File: config.mk
export PLATFORM = sky130hd
export DESIGN_NAME = ble_advert_device_matcher_core
export DESIGN_NICKNAME = d
export VERILOG_FILES = /design/src/hdl/bdm_pkg.sv /design/src/hdl/bdm_ram.sv /design/src/hdl/bdm_emit.sv /design/src/hdl/ble_advert_device_matcher_core.sv
export VERILOG_INCLUDE_DIRS = /design/src /design/src/hdl
export SDC_FILE = /design/constraint.sdc
export NUM_CORES = 1
export LEC_CHECK = 0
export ABC_AREA = 1
export BUFFER_PORTS_ARGS = -buffer_cell sky130_fd_sc_hd__clkbuf_2
export CORE_MARGIN = 2
export CORE_UTILIZATION = 57
export DETAILED_ROUTE_END_ITERATION = 7
export GPL_TIMING_DRIVEN = 0
export PLACE_DENSITY = 0.74
export SLEW_MARGIN = 10
export SYNTH_ARGS = -nofsm -noshare
export SYNTH_HDL_FRONTEND = slang
export SYNTH_SLANG_ARGS = --single-unit
export TNS_END_PERCENT = 100
File: constraint.sdc
create_clock -name clk_i -period 7.75 [get_ports clk_i]
set_input_delay 1.1625 -clock clk_i [delete_from_list [all_inputs] [get_ports clk_i]]
set_output_delay 1.1625 -clock clk_i [all_outputs]
set_load 0.02 [all_outputs]
File: src/hdl/ble_advert_device_matcher_core_defines.svh
// -----------------------------------------------------------------------------
// Advertising matcher assertion macros
// Concurrent assertion helpers clocked on clk_i and disabled while rst_ni is low.
// -----------------------------------------------------------------------------
`ifndef BLE_ADVERT_DEVICE_MATCHER_CORE_DEFINES_SVH
`define BLE_ADVERT_DEVICE_MATCHER_CORE_DEFINES_SVH

`ifndef SYNTHESIS

// The consequent must hold in the same cycle as the antecedent.
`define BDM_ASSERT_NOW(lbl, ante, cons) \
  lbl: assert property (@(posedge clk_i) disable iff (!rst_ni) (ante) |-> (cons)) \
    else $error("assertion failed");

// The consequent must hold in the cycle after the antecedent.
`define BDM_ASSERT_NEXT(lbl, ante, cons) \
  lbl: assert property (@(posedge clk_i) disable iff (!rst_ni) (ante) |=> (cons)) \
    else $error("assertion failed");

`else

`define BDM_ASSERT_NOW(lbl, ante, cons)
`define BDM_ASSERT_NEXT(lbl, ante, cons)

`endif

`endif

File: src/hdl/bdm_pkg.sv
// -----------------------------------------------------------------------------
// Advertising matcher package
// Request and result types, register constants and the name prefix tables.
// -----------------------------------------------------------------------------
package bdm_pkg;

  localparam int CFG_REGS   = 4;
  localparam int CFG_IDX_W  = 2;
  localparam int CFG_DATA_W = 32;

  // Reset value of the UUID registers, word 0 in the low 32 bits.
  localparam logic [CFG_REGS-1:0][CFG_DATA_W-1:0] UUID_RST = {
    32'h0783_B03E, 32'h8535_B5A0, 32'h7140_A304, 32'hD249_5CB7
  };

  // Advertising data element types.
  localparam logic [7:0] AD_UUID128_PART  = 8'h06;
  localparam logic [7:0] AD_UUID128_ALL   = 8'h07;
  localparam logic [7:0] AD_NAME_SHORT    = 8'h08;
  localparam logic [7:0] AD_NAME_COMPLETE = 8'h09;

  localparam logic [7:0] CHAR_LOWER_A = 8'h61;
  localparam logic [7:0] CHAR_LOWER_Z = 8'h7A;
  localparam logic [7:0] CASE_OFFSET  = 8'h20;

  localparam int PFX_NUM    = 5;
  localparam int PFX_MAXLEN = 10;

  localparam logic [7:0] PFX_LEN [PFX_NUM] = '{8'd4, 8'd3, 8'd3, 8'd10, 8'd6};

  // Prefix text, character 0 in bits 7:0, upper case.
  localparam logic [8*PFX_MAXLEN-1:0] PFX_TEXT [PFX_NUM] = '{
    80'h0000_0000_0000_4F47_4E45,
    80'h0000_0000_0000_002D_4C41,
    80'h0000_0000_0000_0020_4C41,
    80'h4B4F_4F4C_4556_4954_4341,
    80'h0000_0000_4B4F_4F4C_2E41
  };

  typedef struct packed {
    logic [7:0] payload_byte;
    logic       final_byte;
  } bdm_in_t;

  typedef struct packed {
    logic       parse_ok;
    logic       uuid_found;
    logic       prefix_found;
    logic       serial_valid;
    logic [3:0] char_index;
    logic [7:0] name_char;
    logic [7:0] serial_char;
    logic       run_end;
  } bdm_out_t;

  // Summary of one finished payload, handed to the result sequencer.
  typedef struct packed {
    logic ok;
    logic uuid;
    logic prefix;
    logic serial;
  } bdm_flags_t;

  // Prefixes that are no longer than an element of n data bytes.
  function automatic logic [PFX_NUM-1:0] pfx_fit(input logic [7:0] n);
    logic [PFX_NUM-1:0] r;
    r = '0;
    for (int i = 0; i < PFX_NUM; i++) begin
      r[i] = (PFX_LEN[i] <= n);
    end
    return r;
  endfunction

  // Prefixes that disagree with folded character c at data position p.
  function automatic logic [PFX_NUM-1:0] pfx_miss(input logic [7:0] c,
                                                  input logic [7:0] p);
    logic [PFX_NUM-1:0] r;
    r = '0;
    for (int i = 0; i < PFX_NUM; i++) begin
      if (p < PFX_LEN[i]) begin
        r[i] = (c != PFX_TEXT[i][8*p[3:0] +: 8]);
      end
    end
    return r;
  endfunction

  function automatic logic [7:0] fold_upper(input logic [7:0] b);
    logic [7:0] r;
    r = b;
    if (b >= CHAR_LOWER_A && b <= CHAR_LOWER_Z) begin
      r = b - CASE_OFFSET;
    end
    return r;
  endfunction

endpackage

File: src/hdl/bdm_ram.sv
// -----------------------------------------------------------------------------
// Simple dual-port RAM
// One write port and one read port with a registered, enabled read.
// -----------------------------------------------------------------------------
module bdm_ram #(
  parameter int WIDTH = 8,
  parameter int DEPTH = 32
) (
  input  logic                     clk_i,
  input  logic                     we_i,
  input  logic [$clog2(DEPTH)-1:0] waddr_i,
  input  logic [WIDTH-1:0]         wdata_i,
  input  logic                     re_i,
  input  logic [$clog2(DEPTH)-1:0] raddr_i,
  output logic [WIDTH-1:0]         rdata_o
);

  logic [WIDTH-1:0] mem_q [DEPTH];
  logic [WIDTH-1:0] rdata_q;

  always_ff @(posedge clk_i) begin
    if (we_i) begin
      mem_q[waddr_i] <= wdata_i;
    end
    if (re_i) begin
      rdata_q <= mem_q[raddr_i];
    end
  end

  assign rdata_o = rdata_q;

endmodule

File: src/hdl/bdm_emit.sv
// -----------------------------------------------------------------------------
// Advertising matcher result sequencer
// Reads one kept name out of the name memory and streams the per-character
// results through a read stage and an output register.
// -----------------------------------------------------------------------------
`include "ble_advert_device_matcher_core_defines.svh"

module bdm_emit #(
  parameter int NAME_LEN   = 16,
  parameter int SERIAL_LEN = 6,
  parameter int IDX_W      = 4,
  parameter int NL_W       = 5
) (
  input  logic                 clk_i,
  input  logic                 rst_ni,
  input  logic                 start_i,
  input  bdm_pkg::bdm_flags_t  flags_i,
  input  logic [NL_W-1:0]      name_len_i,
  input  logic                 bank_i,
  input  logic [7:0]           serial_i [SERIAL_LEN],
  output logic                 busy_o,
  output logic                 rd_en_o,
  output logic [IDX_W:0]       rd_addr_o,
  input  logic [7:0]           rd_data_i,
  output logic                 out_valid_o,
  input  logic                 out_ready_i,
  output bdm_pkg::bdm_out_t    out_o
);
  import bdm_pkg::*;

  localparam int SER_W = (SERIAL_LEN > 1) ? $clog2(SERIAL_LEN) : 1;

  logic             busy_q;
  logic [IDX_W-1:0] cnt_q;
  bdm_flags_t       flags_q;
  logic [NL_W-1:0]  len_q;
  logic             bank_q;
  logic [7:0]       ser_q [SERIAL_LEN];

  logic             s1_valid_q;
  bdm_out_t         s1_q;
  logic             s1_name_en_q;
  logic             out_valid_q;
  bdm_out_t         out_q;

  logic             s2_free;
  logic             s1_adv;
  logic             issue;
  logic             last;
  logic [SER_W-1:0] sidx;
  bdm_out_t         s1_d;

  assign s2_free = !out_valid_q || out_ready_i;
  assign s1_adv  = s1_valid_q && s2_free;
  // The RAM read register only moves when the read stage is free to take it.
  assign issue   = busy_q && (!s1_valid_q || s1_adv);
  assign last    = (cnt_q == IDX_W'(NAME_LEN - 1));
  assign sidx    = SER_W'(cnt_q);

  assign busy_o      = busy_q;
  assign rd_en_o     = issue;
  assign rd_addr_o   = {bank_q, cnt_q};
  assign out_valid_o = out_valid_q;
  assign out_o       = out_q;

  always_comb begin
    s1_d              = '0;
    s1_d.parse_ok     = flags_q.ok;
    s1_d.uuid_found   = flags_q.ok && flags_q.uuid;
    s1_d.prefix_found = flags_q.ok && flags_q.prefix;
    s1_d.serial_valid = flags_q.ok && flags_q.serial;
    s1_d.char_index   = 4'(cnt_q);
    if (flags_q.ok && flags_q.serial && (32'(cnt_q) < SERIAL_LEN)) begin
      s1_d.serial_char = ser_q[sidx];
    end
    s1_d.run_end = last;
  end

  always_ff @(posedge clk_i or negedge rst_ni) begin
    if (!rst_ni) begin
      busy_q      <= 1'b0;
      cnt_q       <= '0;
      s1_valid_q  <= 1'b0;
      out_valid_q <= 1'b0;
    end else begin
      if (start_i) begin
        busy_q <= 1'b1;
        cnt_q  <= '0;
      end else if (issue) begin
        if (last) begin
          busy_q <= 1'b0;
          cnt_q  <= '0;
        end else begin
          cnt_q <= cnt_q + 1'b1;
        end
      end

      if (issue) begin
        s1_valid_q <= 1'b1;
      end else if (s1_adv) begin
        s1_valid_q <= 1'b0;
      end

      if (s1_adv) begin
        out_valid_q <= 1'b1;
      end else if (out_ready_i) begin
        out_valid_q <= 1'b0;
      end
    end
  end

  always_ff @(posedge clk_i) begin
    if (start_i) begin
      flags_q <= flags_i;
      len_q   <= name_len_i;
      bank_q  <= bank_i;
      ser_q   <= serial_i;
    end
    if (issue) begin
      s1_q         <= s1_d;
      s1_name_en_q <= flags_q.ok && (NL_W'(cnt_q) < len_q);
    end
    if (s1_adv) begin
      out_q           <= s1_q;
      out_q.name_char <= s1_name_en_q ? rd_data_i : 8'h00;
    end
  end

  `BDM_ASSERT_NOW(a_start_idle, start_i, !busy_q)
  `BDM_ASSERT_NOW(a_run_end_idx, out_valid_o && out_o.run_end, out_o.char_index == 4'(NAME_LEN - 1))
  `BDM_ASSERT_NOW(a_no_read_stall, s1_valid_q && !s2_free, !rd_en_o)

endmodule

File: src/hdl/ble_advert_device_matcher_core.sv
// -----------------------------------------------------------------------------
// Advertising payload device matcher
// Takes one payload byte per cycle and walks the length/type/data elements.
// Element state sits in registers, the kept name in a two-bank name memory so
// that one payload's name can be read out while the next payload is parsed.
// On the byte marked final, NAME_LEN results follow at one per cycle while out_ready_i
// stays high, each passing through the read stage and the output register. A final byte
// is held off while the previous payload's results are still being read from the name
// memory, so a payload shorter than NAME_LEN bytes can wait for its final byte; all other
// bytes go in every cycle.
// -----------------------------------------------------------------------------
`include "ble_advert_device_matcher_core_defines.svh"

module ble_advert_device_matcher_core #(
  parameter int NAME_LEN   = 16,
  parameter int SERIAL_LEN = 6
) (
  input  logic                             clk_i,
  input  logic                             rst_ni,
  input  logic                             in_valid_i,
  output logic                             in_ready_o,
  input  bdm_pkg::bdm_in_t                 in_i,
  output logic                             out_valid_o,
  input  logic                             out_ready_i,
  output bdm_pkg::bdm_out_t                out_o,
  input  logic                             cfg_we_i,
  input  logic [bdm_pkg::CFG_IDX_W-1:0]    cfg_index_i,
  input  logic [bdm_pkg::CFG_DATA_W-1:0]   cfg_data_i
);
  import bdm_pkg::*;

  localparam int IDX_W  = (NAME_LEN > 1) ? $clog2(NAME_LEN) : 1;
  localparam int NL_W   = $clog2(NAME_LEN + 1);
  localparam int ADDR_W = IDX_W + 1;

  typedef enum logic [1:0] {PH_LEN, PH_TYPE, PH_DATA, PH_STOP} phase_e;
  typedef enum logic [1:0] {K_OTHER, K_UUID, K_SHORT, K_FULL} kind_e;

  logic [CFG_REGS-1:0][CFG_DATA_W-1:0] uuid_q;

  phase_e              phase_q, phase_d;
  logic [7:0]          rem_q, rem_d;
  kind_e               kind_q, kind_d;
  logic [7:0]          pos_q, pos_d;
  logic [NL_W-1:0]     name_len_q, name_len_d;
  logic                uuid_flag_q, uuid_flag_d;
  logic                pfx_flag_q, pfx_flag_d;
  logic                ser_flag_q, ser_flag_d;
  logic                copy_q, copy_d;
  logic                chunk_q, chunk_d;
  logic [PFX_NUM-1:0]  pmatch_q, pmatch_d;
  logic [7:0]          name0_q, name0_d;
  logic                bank_q, bank_d;
  logic [7:0]          shift_q [SERIAL_LEN];
  logic [7:0]          shift_d [SERIAL_LEN];
  logic [7:0]          sstore_q [SERIAL_LEN];
  logic [7:0]          sstore_d [SERIAL_LEN];

  logic                in_acc;
  logic                emit_busy;
  logic                start;
  bdm_flags_t          job_flags;
  logic [NL_W-1:0]     job_len;
  logic                ram_we;
  logic [ADDR_W-1:0]   ram_waddr;
  logic                rd_en;
  logic [ADDR_W-1:0]   rd_addr;
  logic [7:0]          rd_data;

  // Only a final byte has to wait for the name memory bank to come free.
  assign in_ready_o = !(emit_busy && in_i.final_byte);
  assign in_acc     = in_valid_i && in_ready_o;
  assign start      = in_acc && in_i.final_byte;

  assign ram_we    = in_acc && (phase_q == PH_DATA) && (kind_q == K_SHORT || kind_q == K_FULL)
                     && copy_q && (pos_q < 8'(NAME_LEN));
  assign ram_waddr = {bank_q, pos_q[IDX_W-1:0]};

  always_comb begin
    logic [7:0] b;
    logic [7:0] n;
    logic [3:0] q;
    logic       fin_elem;

    b        = in_i.payload_byte;
    n        = rem_q - 8'd1;
    q        = pos_q[3:0];
    fin_elem = 1'b0;

    phase_d     = phase_q;
    rem_d       = rem_q;
    kind_d      = kind_q;
    pos_d       = pos_q;
    name_len_d  = name_len_q;
    uuid_flag_d = uuid_flag_q;
    pfx_flag_d  = pfx_flag_q;
    ser_flag_d  = ser_flag_q;
    copy_d      = copy_q;
    chunk_d     = chunk_q;
    pmatch_d    = pmatch_q;
    name0_d     = name0_q;
    bank_d      = bank_q;
    shift_d     = shift_q;
    sstore_d    = sstore_q;

    if (in_acc) begin
      unique case (phase_q)
        PH_LEN: begin
          if (b == 8'h00) begin
            phase_d = PH_STOP;
          end else begin
            rem_d   = b;
            phase_d = PH_TYPE;
          end
        end
        PH_TYPE: begin
          rem_d    = n;
          pos_d    = 8'h00;
          chunk_d  = 1'b0;
          pmatch_d = '0;
          copy_d   = 1'b0;
          priority if (b == AD_UUID128_PART || b == AD_UUID128_ALL) begin
            kind_d = K_UUID;
          end else if (b == AD_NAME_SHORT) begin
            kind_d = K_SHORT;
          end else if (b == AD_NAME_COMPLETE) begin
            kind_d = K_FULL;
          end else begin
            kind_d = K_OTHER;
          end
          if (kind_d == K_SHORT || kind_d == K_FULL) begin
            pmatch_d = pfx_fit(n);
            // A shortened name only fills an empty slot or one whose first byte is zero; a complete one always wins.
            if (kind_d == K_FULL || name_len_q == '0 || name0_q == 8'h00) begin
              copy_d     = 1'b1;
              name_len_d = (n < 8'(NAME_LEN)) ? NL_W'(n) : NL_W'(NAME_LEN);
            end
          end
          if (n == 8'h00) begin
            fin_elem = 1'b1;
          end else begin
            phase_d = PH_DATA;
          end
        end
        PH_DATA: begin
          if (kind_q == K_UUID) begin
            chunk_d = (q == 4'd0) ? 1'b1 : chunk_q;
            if (b != uuid_q[q[3:2]][8*q[1:0] +: 8]) begin
              chunk_d = 1'b0;
            end
            if (q == 4'd15 && chunk_d) begin
              uuid_flag_d = 1'b1;
            end
          end else if (kind_q != K_OTHER) begin
            if (ram_we && pos_q == 8'h00) begin
              name0_d = b;
            end
            for (int j = 0; j < SERIAL_LEN - 1; j++) begin
              shift_d[j] = shift_q[j+1];
            end
            shift_d[SERIAL_LEN-1] = b;
            pmatch_d = pmatch_q & ~pfx_miss(fold_upper(b), pos_q);
          end
          if (pos_q != 8'hFF) begin
            pos_d = pos_q + 8'd1;
          end
          rem_d = rem_q - 8'd1;
          if (rem_d == 8'h00) begin
            fin_elem = 1'b1;
          end
        end
        PH_STOP: begin
        end
        default: begin
        end
      endcase

      if (fin_elem) begin
        if (kind_d == K_FULL && pos_d >= 8'(SERIAL_LEN)) begin
          sstore_d   = shift_d;
          ser_flag_d = 1'b1;
        end
        if ((kind_d == K_FULL || kind_d == K_SHORT) && pmatch_d != '0) begin
          pfx_flag_d = 1'b1;
        end
        phase_d = PH_LEN;
      end
    end

    // Snapshot of the finished payload before the run state is cleared.
    job_flags.ok     = !(phase_d == PH_TYPE || phase_d == PH_DATA);
    job_flags.uuid   = uuid_flag_d;
    job_flags.prefix = pfx_flag_d;
    job_flags.serial = ser_flag_d;
    job_len          = name_len_d;

    if (start) begin
      phase_d     = PH_LEN;
      rem_d       = 8'h00;
      kind_d      = K_OTHER;
      pos_d       = 8'h00;
      name_len_d  = '0;
      uuid_flag_d = 1'b0;
      pfx_flag_d  = 1'b0;
      ser_flag_d  = 1'b0;
      copy_d      = 1'b0;
      chunk_d     = 1'b0;
      pmatch_d    = '0;
      bank_d      = !bank_q;
    end
  end

  always_ff @(posedge clk_i or negedge rst_ni) begin
    if (!rst_ni) begin
      uuid_q      <= UUID_RST;
      phase_q     <= PH_LEN;
      rem_q       <= 8'h00;
      kind_q      <= K_OTHER;
      pos_q       <= 8'h00;
      name_len_q  <= '0;
      uuid_flag_q <= 1'b0;
      pfx_flag_q  <= 1'b0;
      ser_flag_q  <= 1'b0;
      copy_q      <= 1'b0;
      chunk_q     <= 1'b0;
      pmatch_q    <= '0;
      name0_q     <= 8'h00;
      bank_q      <= 1'b0;
    end else begin
      if (cfg_we_i) begin
        uuid_q[cfg_index_i] <= cfg_data_i;
      end
      phase_q     <= phase_d;
      rem_q       <= rem_d;
      kind_q      <= kind_d;
      pos_q       <= pos_d;
      name_len_q  <= name_len_d;
      uuid_flag_q <= uuid_flag_d;
      pfx_flag_q  <= pfx_flag_d;
      ser_flag_q  <= ser_flag_d;
      copy_q      <= copy_d;
      chunk_q     <= chunk_d;
      pmatch_q    <= pmatch_d;
      name0_q     <= name0_d;
      bank_q      <= bank_d;
    end
  end

  always_ff @(posedge clk_i) begin
    shift_q  <= shift_d;
    sstore_q <= sstore_d;
  end

  bdm_ram #(
    .WIDTH (8),
    .DEPTH (2 ** ADDR_W)
  ) u_name_ram (
    .clk_i   (clk_i),
    .we_i    (ram_we),
    .waddr_i (ram_waddr),
    .wdata_i (in_i.payload_byte),
    .re_i    (rd_en),
    .raddr_i (rd_addr),
    .rdata_o (rd_data)
  );

  bdm_emit #(
    .NAME_LEN   (NAME_LEN),
    .SERIAL_LEN (SERIAL_LEN),
    .IDX_W      (IDX_W),
    .NL_W       (NL_W)
  ) u_emit (
    .clk_i       (clk_i),
    .rst_ni      (rst_ni),
    .start_i     (start),
    .flags_i     (job_flags),
    .name_len_i  (job_len),
    .bank_i      (bank_q),
    .serial_i    (sstore_d),
    .busy_o      (emit_busy),
    .rd_en_o     (rd_en),
    .rd_addr_o   (rd_addr),
    .rd_data_i   (rd_data),
    .out_valid_o (out_valid_o),
    .out_ready_i (out_ready_i),
    .out_o       (out_o)
  );

  `BDM_ASSERT_NEXT(a_final_clears, start, phase_q == PH_LEN && name_len_q == '0)
  `BDM_ASSERT_NOW(a_data_rem, phase_q == PH_DATA, rem_q != 8'h00)
  `BDM_ASSERT_NOW(a_name_len_max, 1'b1, name_len_q <= NL_W'(NAME_LEN))

endmodule

==> impl_metrics.py, run 1 <==
metrics = {
    "status": {
        "status": "finished, final reports clean",
    },
    "route": {
        "drc": 0,
        "num_vias": 21100,
        "drtAntennaViolNets": 0,
        "avgViaCountPerCell": 6.18,
        "routedWlPerCell_um": 22.5,
        "drt_iter0_markers": 3191,
        "firstDrtPassIters": 6,
        "drt-total-wl_um": 76700,
    },
    "synthesis": {
        "ys_seq_area_frac": 0.661,
        "ys_async_sr_fraction": 0.280,
        "ys_ff_latch": 640,
        "avgSynthCellArea_um2": 10.4,
        "synth-edff-count": 413,
        "synth.distinct_cells": 53,
        "synth_ff_type": "edfxtp_1",
        "yosysWarnings": 0,
        "synth_area_um2": 27100,
        "synth_nets": 2667,
        "syn_inst": 2601,
    },
    "worst_setup_path": {
        "reg2reg_from": "pos_q[1]",
        "endpoint_kind": "register",
        "critical_path_arrival_ps": 4340,
        "start_kind": "input port",
        "critPathSlowestCell": "clkbuf_2",
        "crit_top_cell": "buf_6",
        "cp-startpoint": "in_i[4]",
        "worstPathMaxFanout": 33,
        "critPathKind": "input port to register",
        "worstPathRequired_ps": 8080,
        "cpPeakStageDelay_ps": 560,
        "crit_chain": "clkbuf_2, buf_2, clkinv_1, nor3_1, nand3_1, inv_1, a21oi_1, nor3_2, nand3_2, buf_6, buf_6, nand2_1, o21ai_1",
    },
    "cts": {
        "cts-root-buf": "clkbuf_16",
        "cts_sinks": 640,
        "htreeDepth": 3,
        "cts_resized": 0,
        "cts_made_buffers": 66,
        "clk_latency_ps": 610,
        "postCtsSetupRepairBufs": 0,
        "cts_tree": "yes",
        "cts_max_path_buffers": 3,
        "cts.hold.buffers_added": 0,
        "clkTransAtPathRegs_ps": 60,
    },
    "timing": {
        "fin_setup_tns_ps": 0,
        "worst_slew_pin_slew_ps": 1070,
        "fin_skew_ps": 31.7,
        "max-slew-margin-rel": 0.285,
        "setup_violations": 0,
        "setup_ws_ps": 3740,
        "hold_violations": 0,
        "min_period_ps": 4010,
        "slew_violations": 0,
        "min_period_over_period": 0.518,
        "rsz0062_at_grt": "false",
        "max_freq_mhz": 249,
    },
    "power": {
        "seq_power_share": 0.411,
        "internal-power_mw": 6.68,
        "swShare": 0.351,
        "finalPower_mw": 10.3,
        "p_leak_nw": 11.9,
        "ir_worst_vdd_uv": 277,
        "netSwitchingPower_mw": 3.62,
        "cellPowerDensity_nw_per_um2": 339,
        "clockPowerShare": 0.307,
        "pwr-share-comb": 0.282,
    },
    "global_route": {
        "grtUsageMet3": 0.0529,
        "grt_util_met1": 0.426,
        "grt_first_pass_wirelength_um": 117000,
        "grt_usage": 0.311,
        "antenna_found_initial": 0,
        "use_met2": 0.495,
        "grt_overflow": 0,
        "grt_pass1_vias": 20200,
        "top_usage_layer": "met2",
        "grt_max_degree": 102,
    },
    "final_layout": {
        "diodes": 0,
        "seq_area_um2": 17900,
        "area_delta_synth_final_pct": 12.4,
        "multi_input_area_um2": 7860,
        "fin_util": 0.651,
        "fill_cells": 3551,
        "nets": 2812,
        "drive_above_1_share": 0.0944,
        "final_cell_count_no_fill": 3405,
    },
    "die": {
        "die_area_um2": 49300,
        "initial_core_util": 0.579,
        "core_um2": 46800,
        "fp.dieH_um": 222,
        "die_x_um": 222,
        "fp-row-count": 79,
        "pin_count": 75,
    },
    "placed_design": {
        "place_ws_ps": 3240,
        "io_buffer_count": 74,
        "post-place-cells": 3285,
        "detailed_place_hpwl_um": 50200,
        "place.gp.congestion": 0.961,
    },
    "hold_path": {
        "hold_path.class": "register to register",
        "hold_start": "u_emit.s1_q[3]",
    },
    "flow_run": {
        "cap_violations": 0,
    },
}
==> metrics by stage <==
step           hold slack, ps  cell area, µm²
6_report                  420           30400
5_1_grt                   436           30400
4_1_cts                   423           30400
3_5_place_dp              408           28300
3_3_place_gp              405           28200
2_1_floorplan             400           27100
==> layout make-up <==
class	instances	share of cell area
flip-flops and latches	640	0.589
multi-input cells	1623	0.258
clock buffers	91	0.0604
well taps	607	0.0250
inverters	195	0.0241
plain buffers	143	0.0192
repair buffers	77	0.0145
clock inverters	29	0.00995
==> per-layer routing <==
metal / wire (µm) / up-vias / share of wire
li1: - / 9298 / -
met1: 30100 / 10200 / 0.39
met2: 35400 / 1355 / 0.46
met3: 7930 / 241 / 0.10
met4: 3340 / 0 / 0.043
met5: 0 / - / 0
==> sequential cells by signal (all words and copies together) (netlist names), 17 cells and up <==
register and flops:
sstore_q 48, uuid_q 128, u_name_ram.mem_q 256, u_emit.out_o 25, u_emit.ser_q 48, u_emit.s1_q 17, shift_q 48
==> synthesized netlist by cell type, types with 2 or more instances <==
master,instances,area [µm²]
a22oi_1,30,225
nand4_1,25,156
nand3_1,121,606
o221ai_1,20,175
nor2_2,2,12.5
o22ai_1,62,388
dfxtp_1,48,961
o211ai_1,13,97.6
dfrtp_1,124,3100
a32oi_1,2,17.5
nor2_1,258,968
o32ai_1,3,26.3
ha_1,18,225
buf_6,3,33.8
buf_1,5,18.8
o21ai_1,50,250
inv_1,182,683
edfxtp_1,413,12400
nor4_1,5,31.3
o21ai_0,339,1700
o311ai_0,6,52.6
a221oi_1,2,17.5
inv_2,7,26.3
o21a_1,18,135
o21bai_1,3,22.5
clkinv_1,6,22.5
dfstp_2,55,1450
xor2_1,12,105
and2_1,40,250
nor3_1,11,55.1
a21oi_1,45,225
a31oi_1,4,25.0
nand2_2,2,12.5
or2_2,2,12.5
buf_2,15,75.1
nand2_1,514,1930
o31ai_1,3,22.5
clkbuf_1,118,443
==> worst paths after layout <==
kind	end	depth (start not counted)	slack, ps
setup reg to reg	u_name_ram.mem_q[0][4]	9	3880
min in group asynchronous	uuid_q[89]	1	590
hold / removal	u_emit.out_o[3]	0	420
setup / recovery	u_emit.ser_q[41]	13	3740
hold reg to reg	u_emit.out_o[3]	0	420
max in group asynchronous	uuid_q[109]	2	6230
==> kinds of logic (layout without fill, tap and decap cells) <==
family          after synthesis  after routing  share of synthesized area
compound gates              607            607                      0.127
simple gates                985            985                      0.151
fa+ha+maj                    18             18                    0.00832
buf+inv                     338            535                     0.0486
xor+xnor                     12             12                    0.00388
flops                       640            640                      0.661
mux                           1              1                   0.000370
==> worst max-delay path, delay by kind of cell <==
| kind | cells | cell delay (ps) |
|---|---|---|
| AOI/OAI and AO/OA | 2 | 190 |
| buffers and inverters | 6 | 1880 |
| and+or+nand+nor | 5 | 1070 |
==> power by group through the flow <==
stage / Sequential, mW / Clock, mW / Combinational, mW
after floorplan: 4.31 / 0 / 1.70
after detailed placement: 4.30 / 0 / 2.79
after CTS: 4.23 / 3.17 / 2.81
after global placement: 4.29 / 0 / 2.72
after global routing: 4.27 / 3.32 / 3.12
final: 4.24 / 3.16 / 2.90
==> placed cells by master, fill, tap and decap left out, drive strengths merged, types with 4 or more instances in the layout <==
master,synthesis,routed
xor2,12,12
nand4,25,25
o22ai,62,62
o21ai,390,390
dfrtp,124,124
nor2,261,261
o221ai,20,20
o21a,18,18
dfxtp,48,48
nor4,5,5
nand3,122,122
inv,189,193
a21oi,45,45
bufinv,0,5
and2,40,40
a22oi,30,30
edfxtp,413,413
nand2,516,516
clkinv,6,25
buf,24,27
dfstp,55,55
a31oi,4,4
nor3,12,12
o211ai,13,13
o311ai,6,6
ha,18,18
clkbuf,119,284
No activity file was read; power rests on OpenSTA's default activity.
==> run 2, diff against run 1 <==
--- a/config.mk
+++ b/config.mk
@@ -6,13 +6,13 @@
 export SDC_FILE = /design/constraint.sdc
 export NUM_CORES = 1
 export LEC_CHECK = 0
-export ABC_AREA = 1
+export ABC_AREA = 0
 export BUFFER_PORTS_ARGS = -buffer_cell sky130_fd_sc_hd__clkbuf_2
 export CORE_MARGIN = 2
-export CORE_UTILIZATION = 57
+export CORE_UTILIZATION = 56
 export DETAILED_ROUTE_END_ITERATION = 7
 export GPL_TIMING_DRIVEN = 0
-export PLACE_DENSITY = 0.74
+export PLACE_DENSITY = 0.76
 export SLEW_MARGIN = 10
 export SYNTH_ARGS = -nofsm -noshare
 export SYNTH_HDL_FRONTEND = slang
==> constraint.sdc (replaced) <==
create_clock -name clk_i -period 3.2 [get_ports clk_i]
set_input_delay 0.48 -clock clk_i [delete_from_list [all_inputs] [get_ports clk_i]]
set_output_delay 0.48 -clock clk_i [all_outputs]
set_load 0.02 [all_outputs]
==> run 2 against run 1 <==
Largest cell class unchanged; utilization down 0.050 points; sequential cell count stayed put; final cell count fell by 27%; cell area grew 2.5%; critical path depth fell by 2; combinational power is 96% higher; first-iteration DRC count down 52%; count of clock-buffer cells in the layout shrank 1; via count down 26%.
==> impl_metrics.py, run 2 <==
metrics = {
    "status": {
        "status": "finished, final reports clean",
    },
    "worst_setup_path": {
        "cpPeakStageDelay_ps": 440,
        "crit_buf_inv": 4,
        "worstPathRequired_ps": 3540,
        "critPathSlowestCell": "dfrtp_2",
        "worstPathMaxFanout": 10,
        "start_kind": "register",
        "cp_top_family": "compound AO/OA/AOI/OAI gates",
        "reg2reg_slack_ps": 50,
        "endpoint_kind": "register",
        "crit_top_cell": "buf_6",
        "critical_path_arrival_ps": 3490,
        "critPathKind": "register to register",
        "crit_chain": "ha_1, buf_2, and4_1, o41a_1, o22ai_2, nand3_1, o31ai_4, buf_6, buf_6, buf_12, mux2_4",
    },
    "timing": {
        "slew_violations": 0,
        "rsz0062_at_grt": "true",
        "setup_violations": 0,
        "fin_skew_ps": 24.9,
        "min_period_over_period": 0.983,
        "max_freq_mhz": 318,
        "min_period_ps": 3150,
        "worst_hold_slack_ps": 154,
        "max-slew-margin-rel": 0.258,
        "hold_violations": 0,
        "worst_slew_pin_slew_ps": 1110,
    },
    "cts": {
        "htreeDepth": 3,
        "cts_made_buffers": 66,
        "cts-root-buf": "clkbuf_16",
        "cts_max_path_buffers": 3,
        "clk_latency_ps": 620,
        "cts_tree": "yes",
        "clkTransAtPathRegs_ps": 60,
        "cts_sinks": 640,
    },
    "global_route": {
        "grt_max_degree": 109,
        "grt_usage": 0.252,
        "grt_pass1_vias": 15900,
        "antenna_found_initial": 1,
        "grt_overflow": 0,
        "grt_first_pass_wirelength_um": 95200,
    },
    "synthesis": {
        "synth_nets": 1748,
        "synth_area_um2": 27300,
        "yosysTopAreaCell": "edfxtp_1",
        "synth_top_area_frac": 0.454,
        "syn_inst": 1682,
        "synth_ff_type": "edfxtp_1",
        "synth.distinct_cells": 73,
        "avgSynthCellArea_um2": 16.2,
        "ys_async_sr_fraction": 0.280,
        "synth-edff-count": 413,
        "yosysWarnings": 0,
        "yosysMostFrequentCell": "edfxtp_1",
        "ys_top_cells_by_count": "edfxtp_1, mux2_2, dfrtp_1",
        "ys_seq_area_frac": 0.656,
        "yosys-top-cells-area": "edfxtp_1, dfrtp_1, mux2_2",
        "ys_ff_latch": 640,
    },
    "die": {
        "die_area_um2": 50600,
        "fp-row-count": 80,
        "fp.dieH_um": 225,
        "pin_count": 75,
        "initial_core_util": 0.570,
        "die_x_um": 225,
        "core_um2": 47900,
    },
    "route": {
        "avgViaCountPerCell": 6.23,
        "routedWlPerCell_um": 24.9,
        "drt-total-wl_um": 62300,
        "drc": 0,
        "num_vias": 15600,
        "drt_iter0_markers": 1527,
        "firstDrtPassIters": 5,
        "drtAntennaViolNets": 0,
    },
    "final_layout": {
        "reg_top3": "u_name_ram.mem_q x256, uuid_q x128",
        "drive_above_1_share": 0.379,
        "final_cell_count_no_fill": 2499,
        "diodes": 0,
        "final_cell_mix": "edfxtp_1, mux2_2, dfrtp_1",
        "largest_register_ffs": 256,
        "nets": 1900,
        "final_common_cell": "edfxtp_1",
        "area_delta_synth_final_pct": 14.2,
        "largest_register": "u_name_ram.mem_q",
    },
    "placed_design": {
        "post-place-cells": 2373,
        "place.gp.congestion": 0.912,
        "detailed_place_hpwl_um": 39900,
        "io_buffer_count": 74,
    },
    "flow_run": {
        "cap_violations": 0,
    },
    "power": {
        "p_leak_nw": 11.2,
        "cellPowerDensity_nw_per_um2": 755,
        "ir_worst_vdd_uv": 425,
    },
    "hold_path": {
        "hold_path.class": "input port to register",
    },
}
[run 2: cell types whose count changed after synthesis, moves of 20 or more]
| cell | delta |
|---|---|
| nor2_1 | -190 |
| nand3_1 | -104 |
| mux4_2 | +115 |
| o21ai_1 | -49 |
| mux2_2 | +247 |
| inv_1 | -157 |
| o21ai_0 | -293 |
| nor3_1 | +20 |
| clkbuf_1 | -64 |
| and2_1 | -22 |
| o22ai_1 | -53 |
| nand2_1 | -445 |
[run 2: final cells by class]
type | count | area, µm²
sequential | 640 | 17900
timing repair buffer | 87 | 541
buffer | 97 | 531
multi-input combinational | 914 | 9120
timing repair inverter | 2 | 12.5
tap | 615 | 769
inverter | 26 | 101
fill | 3264 | 16800
clock inverter | 28 | 384
clock buffer | 90 | 1810
[run 2: power by group]
part | switching, mW | total [mW] | leakage (nW) | internal [mW]
Combinational | 3.19 | 5.68 | 3.83 | 2.49
Sequential | 0.394 | 10.1 | 6.31 | 9.67
Clock | 3.16 | 7.80 | 1.07 | 4.64
Total | 6.74 | 23.5 | 11.2 | 16.8
[run 2: final timing paths]
check | cells after the start | to | startpoint
max in group asynchronous | 3 | uuid_q[99] | rst_ni
min reg2reg | 0 | u_emit.out_o[1] | u_emit.s1_q[1]
max reg2reg | 11 | u_emit.ser_q[41] | pos_q[1]
max | 11 | u_emit.ser_q[41] | pos_q[1]
min in group asynchronous | 2 | uuid_q[58] | rst_ni
min | 2 | uuid_q[65] | cfg_data_i[1]
[run 2: logic make-up (layout without fill, tap and decap cells)]
logic type | after synthesis | in the layout | synth area share
adder cells (fa/ha/maj) | 18 | 18 | 0.00825
XOR/XNOR | 17 | 17 | 0.00573
AO/OA/AOI/OAI | 184 | 184 | 0.0436
multiplexers | 387 | 387 | 0.208
buffers and inverters | 128 | 330 | 0.0206
AND/OR/NAND/NOR | 308 | 308 | 0.0585
flip-flops | 640 | 640 | 0.656
[run 2: repair_timing]
action                                  CTS  global route
resized for setup                        49            45
gates cloned                              2             1
endpoints found under the hold margin    61             0
pin swaps                                 4             7
endpoints found under the setup margin  385           327
setup buffers                             4             5
hold buffers                              1             0
[run 2: layer usage]
layer | track usage | vias up | routed length [µm]
met5 | 0 | - | 0
met4 | 0.0914 | 0 | 2040
li1 | - | 6850 | -
met1 | 0.351 | 7999 | 26400
met3 | 0.0439 | 126 | 3750
met2 | 0.403 | 592 | 30200
[run 2: metrics by stage]
stage	cell area (µm²)	TNS, ps	worst slack, ps	total power, mW	utilization
after global routing	31200	-5090	-101	24.4	0.650
after floorplan	27300	0	5.38	13.8	-
after global placement	28500	-481790	-1620	15.3	0.594
final	31200	0	53.2	23.5	0.650
after detailed placement	28500	-265350	-1140	15.5	0.595
after CTS	31000	-1.11	-1.11	23.5	0.646
==> run 3, diff against run 2 <==
--- a/config.mk
+++ b/config.mk
@@ -9,10 +9,10 @@
 export ABC_AREA = 0
 export BUFFER_PORTS_ARGS = -buffer_cell sky130_fd_sc_hd__clkbuf_2
 export CORE_MARGIN = 2
-export CORE_UTILIZATION = 56
+export CORE_UTILIZATION = 57
 export DETAILED_ROUTE_END_ITERATION = 7
 export GPL_TIMING_DRIVEN = 0
-export PLACE_DENSITY = 0.76
+export PLACE_DENSITY = 0.74
 export SLEW_MARGIN = 10
 export SYNTH_ARGS = -nofsm -noshare
 export SYNTH_HDL_FRONTEND = slang
==> constraint.sdc (replaced) <==
create_clock -name clk_i -period 3.6 [get_ports clk_i]
set_input_delay 0.54 -clock clk_i [delete_from_list [all_inputs] [get_ports clk_i]]
set_output_delay 0.54 -clock clk_i [all_outputs]
set_load 0.02 [all_outputs]
==> run 3 against run 2 <==
The run now ends with negative setup slack left; wire length shrank 0.62%; setup slack lost 63 ps; die area shrank 1.7%; total power shrank 12%; via count is essentially flat; sequential cell count is the same; highest routed layer is now met5; worst hold slack gained 58 ps; largest power group unchanged; combinational power shrank 15%; global-route usage grew 0.44 points; clock skew shrank 2.7 ps; largest cell class unchanged.
==> impl_metrics.py, run 3 (synthesized netlist as in run 2, its figures left out) <==
metrics = {
    "status": {
        "status": "complete, but fails checks",
        "violations": "negative setup slack",
    },
    "route": {
        "firstDrtPassIters": 5,
        "drt-total-wl_um": 61900,
        "drtAntennaViolNets": 0,
        "dr.max_layer_used": "met5",
        "routedWlPerCell_um": 24.8,
        "avgViaCountPerCell": 6.23,
        "num_vias": 15600,
        "drt_iter0_markers": 1532,
        "wl_met2_um": 29800,
        "drc": 0,
        "dr_wl_met3_um": 4150,
        "met1_length_um": 26300,
    },
    "cts": {
        "cts_sinks": 640,
        "clk_latency_ps": 610,
        "cts_tree": "yes",
        "cts-root-buf": "clkbuf_16",
        "htreeDepth": 3,
        "cts_made_buffers": 66,
        "clkTransAtPathRegs_ps": 60,
        "cts_max_path_buffers": 3,
    },
    "final_layout": {
        "diodes": 0,
        "largest_register_ffs": 256,
        "seq_area_um2": 17900,
        "drive_above_1_share": 0.367,
        "nets": 1895,
        "final_cell_count_no_fill": 2496,
        "largest_register": "u_name_ram.mem_q",
        "area_delta_synth_final_pct": 13.2,
        "reg_top3": "u_name_ram.mem_q x256, uuid_q x128",
        "final_cell_mix": "edfxtp_1, mux2_2, dfrtp_1",
        "final_common_cell": "edfxtp_1",
        "multi_input_area_um2": 8990,
        "fin_util": 0.650,
        "fill_cells": 3252,
    },
    "timing": {
        "max-slew-margin-rel": 0.269,
        "min_period_ps": 3610,
        "rsz0062_at_grt": "true",
        "min_period_over_period": 1.00,
        "worst_slew_pin_slew_ps": 1100,
        "fin_skew_ps": 22.2,
        "max_freq_mhz": 277,
        "slew_violations": 0,
        "setup_ws_ps": -10.2,
        "setup_violations": 1,
        "worst_hold_slack_ps": 212,
        "hold_violations": 0,
    },
    "die": {
        "fp.dieH_um": 223,
        "die_x_um": 223,
        "initial_core_util": 0.574,
        "die_area_um2": 49700,
        "core_um2": 47500,
        "pin_count": 75,
        "fp-row-count": 80,
    },
    "placed_design": {
        "place.gp.congestion": 0.934,
        "place_ws_ps": -800,
        "detailed_place_hpwl_um": 40500,
        "io_buffer_count": 74,
        "post-place-cells": 2374,
    },
    "power": {
        "clockPowerShare": 0.331,
        "pwr-share-comb": 0.235,
        "internal-power_mw": 14.7,
        "finalPower_mw": 20.6,
        "seq_power_share": 0.434,
        "ir_worst_vdd_uv": 394,
        "cellPowerDensity_nw_per_um2": 666,
        "swShare": 0.287,
        "p_leak_nw": 11.1,
        "netSwitchingPower_mw": 5.92,
    },
    "worst_setup_path": {
        "worstPathRequired_ps": 4010,
        "critical_path_arrival_ps": 4020,
        "worstPathMaxFanout": 35,
        "critPathKind": "input port to register",
        "start_kind": "input port",
        "endpoint_kind": "register",
    },
    "global_route": {
        "antenna_found_initial": 1,
        "grt_overflow": 0,
        "grt_usage": 0.256,
        "grt_max_degree": 112,
        "grt_first_pass_wirelength_um": 95500,
        "grt_pass1_vias": 15700,
    },
    "flow_run": {
        "cap_violations": 0,
    },
    "hold_path": {
        "hold_path.class": "input port to register",
    },
}
## run 3: cell count changes in the layout (fill, tap and decap cells not counted), sizes merged
| cell | before | now |
|---|---|---|
| buf | 60 | 54 |
| bufinv | 8 | 5 |
| clkinv | 20 | 23 |
| inv | 25 | 27 |
| clkbuf | 213 | 214 |
## run 3: metrics by stage
stage,setup TNS (ps),instance area [µm²]
after floorplan,0,27300
after global placement,-597850,28500
after detailed placement,-81130,28600
after CTS,-382,30800
after global routing,-1840,30900
final,-10.2,30900
## run 3: final cells by class
cell class,instances,area share
flip-flops and latches,640,0.579
multi-input cells,914,0.291
clock buffers,88,0.0597
plain buffers,100,0.0155
inverters,26,0.00328
clock inverters,32,0.0107
well taps,615,0.0249
repair buffers,81,0.0157
## run 3: path summary, 6_finish.rpt
check                                 from                end  slack (ps)  cells past startpoint
setup / recovery                   in_i[6]  u_emit.flags_q[1]         -10                      9
hold reg to reg            u_emit.s1_q[22]   u_emit.out_o[22]         420                      0
setup reg to reg                  pos_q[1]  u_emit.flags_q[1]          10                     12
max in group asynchronous           rst_ni         uuid_q[10]        2150                      3
hold / removal               cfg_data_i[1]          uuid_q[1]         210                      2
min in group asynchronous           rst_ni         uuid_q[27]         490                      2
## run 3: timing repair
item | in CTS | in global routing
resized for setup | 19 | 21
endpoints found under the setup margin | 221 | 328
buffers inserted | 3 | 0
hold buffers | 1 | 0
endpoints found under the hold margin | 56 | 0
pin swaps | 0 | 1
## run 3: power groups by stage
stage          clock network [mW]  registers [mW]  logic (mW)
3_3_place_gp                    0            9.04        4.63
3_5_place_dp                    0            9.07        4.73
4_1_cts                      6.94            8.93        4.82
6_report                     6.82            8.93        4.85
2_1_floorplan                   0            9.00        3.30
5_1_grt                      7.21            9.00        5.21
## run 3: worst max-delay path: stages
cell	delay, ps
clkbuf_4	370
buf_1	530
inv_1	250
ha_1	410
o311ai_0	360
o211ai_1	180
a2111oi_0	730
o21ai_0	310
a31oi_2	310
## run 3: layer usage
metal / up-vias / track usage
met3: 113 / 0.0461
met2: 590 / 0.408
li1: 6838 / -
met1: 8016 / 0.361
met4: 2 / 0.0892
met5: - / 0
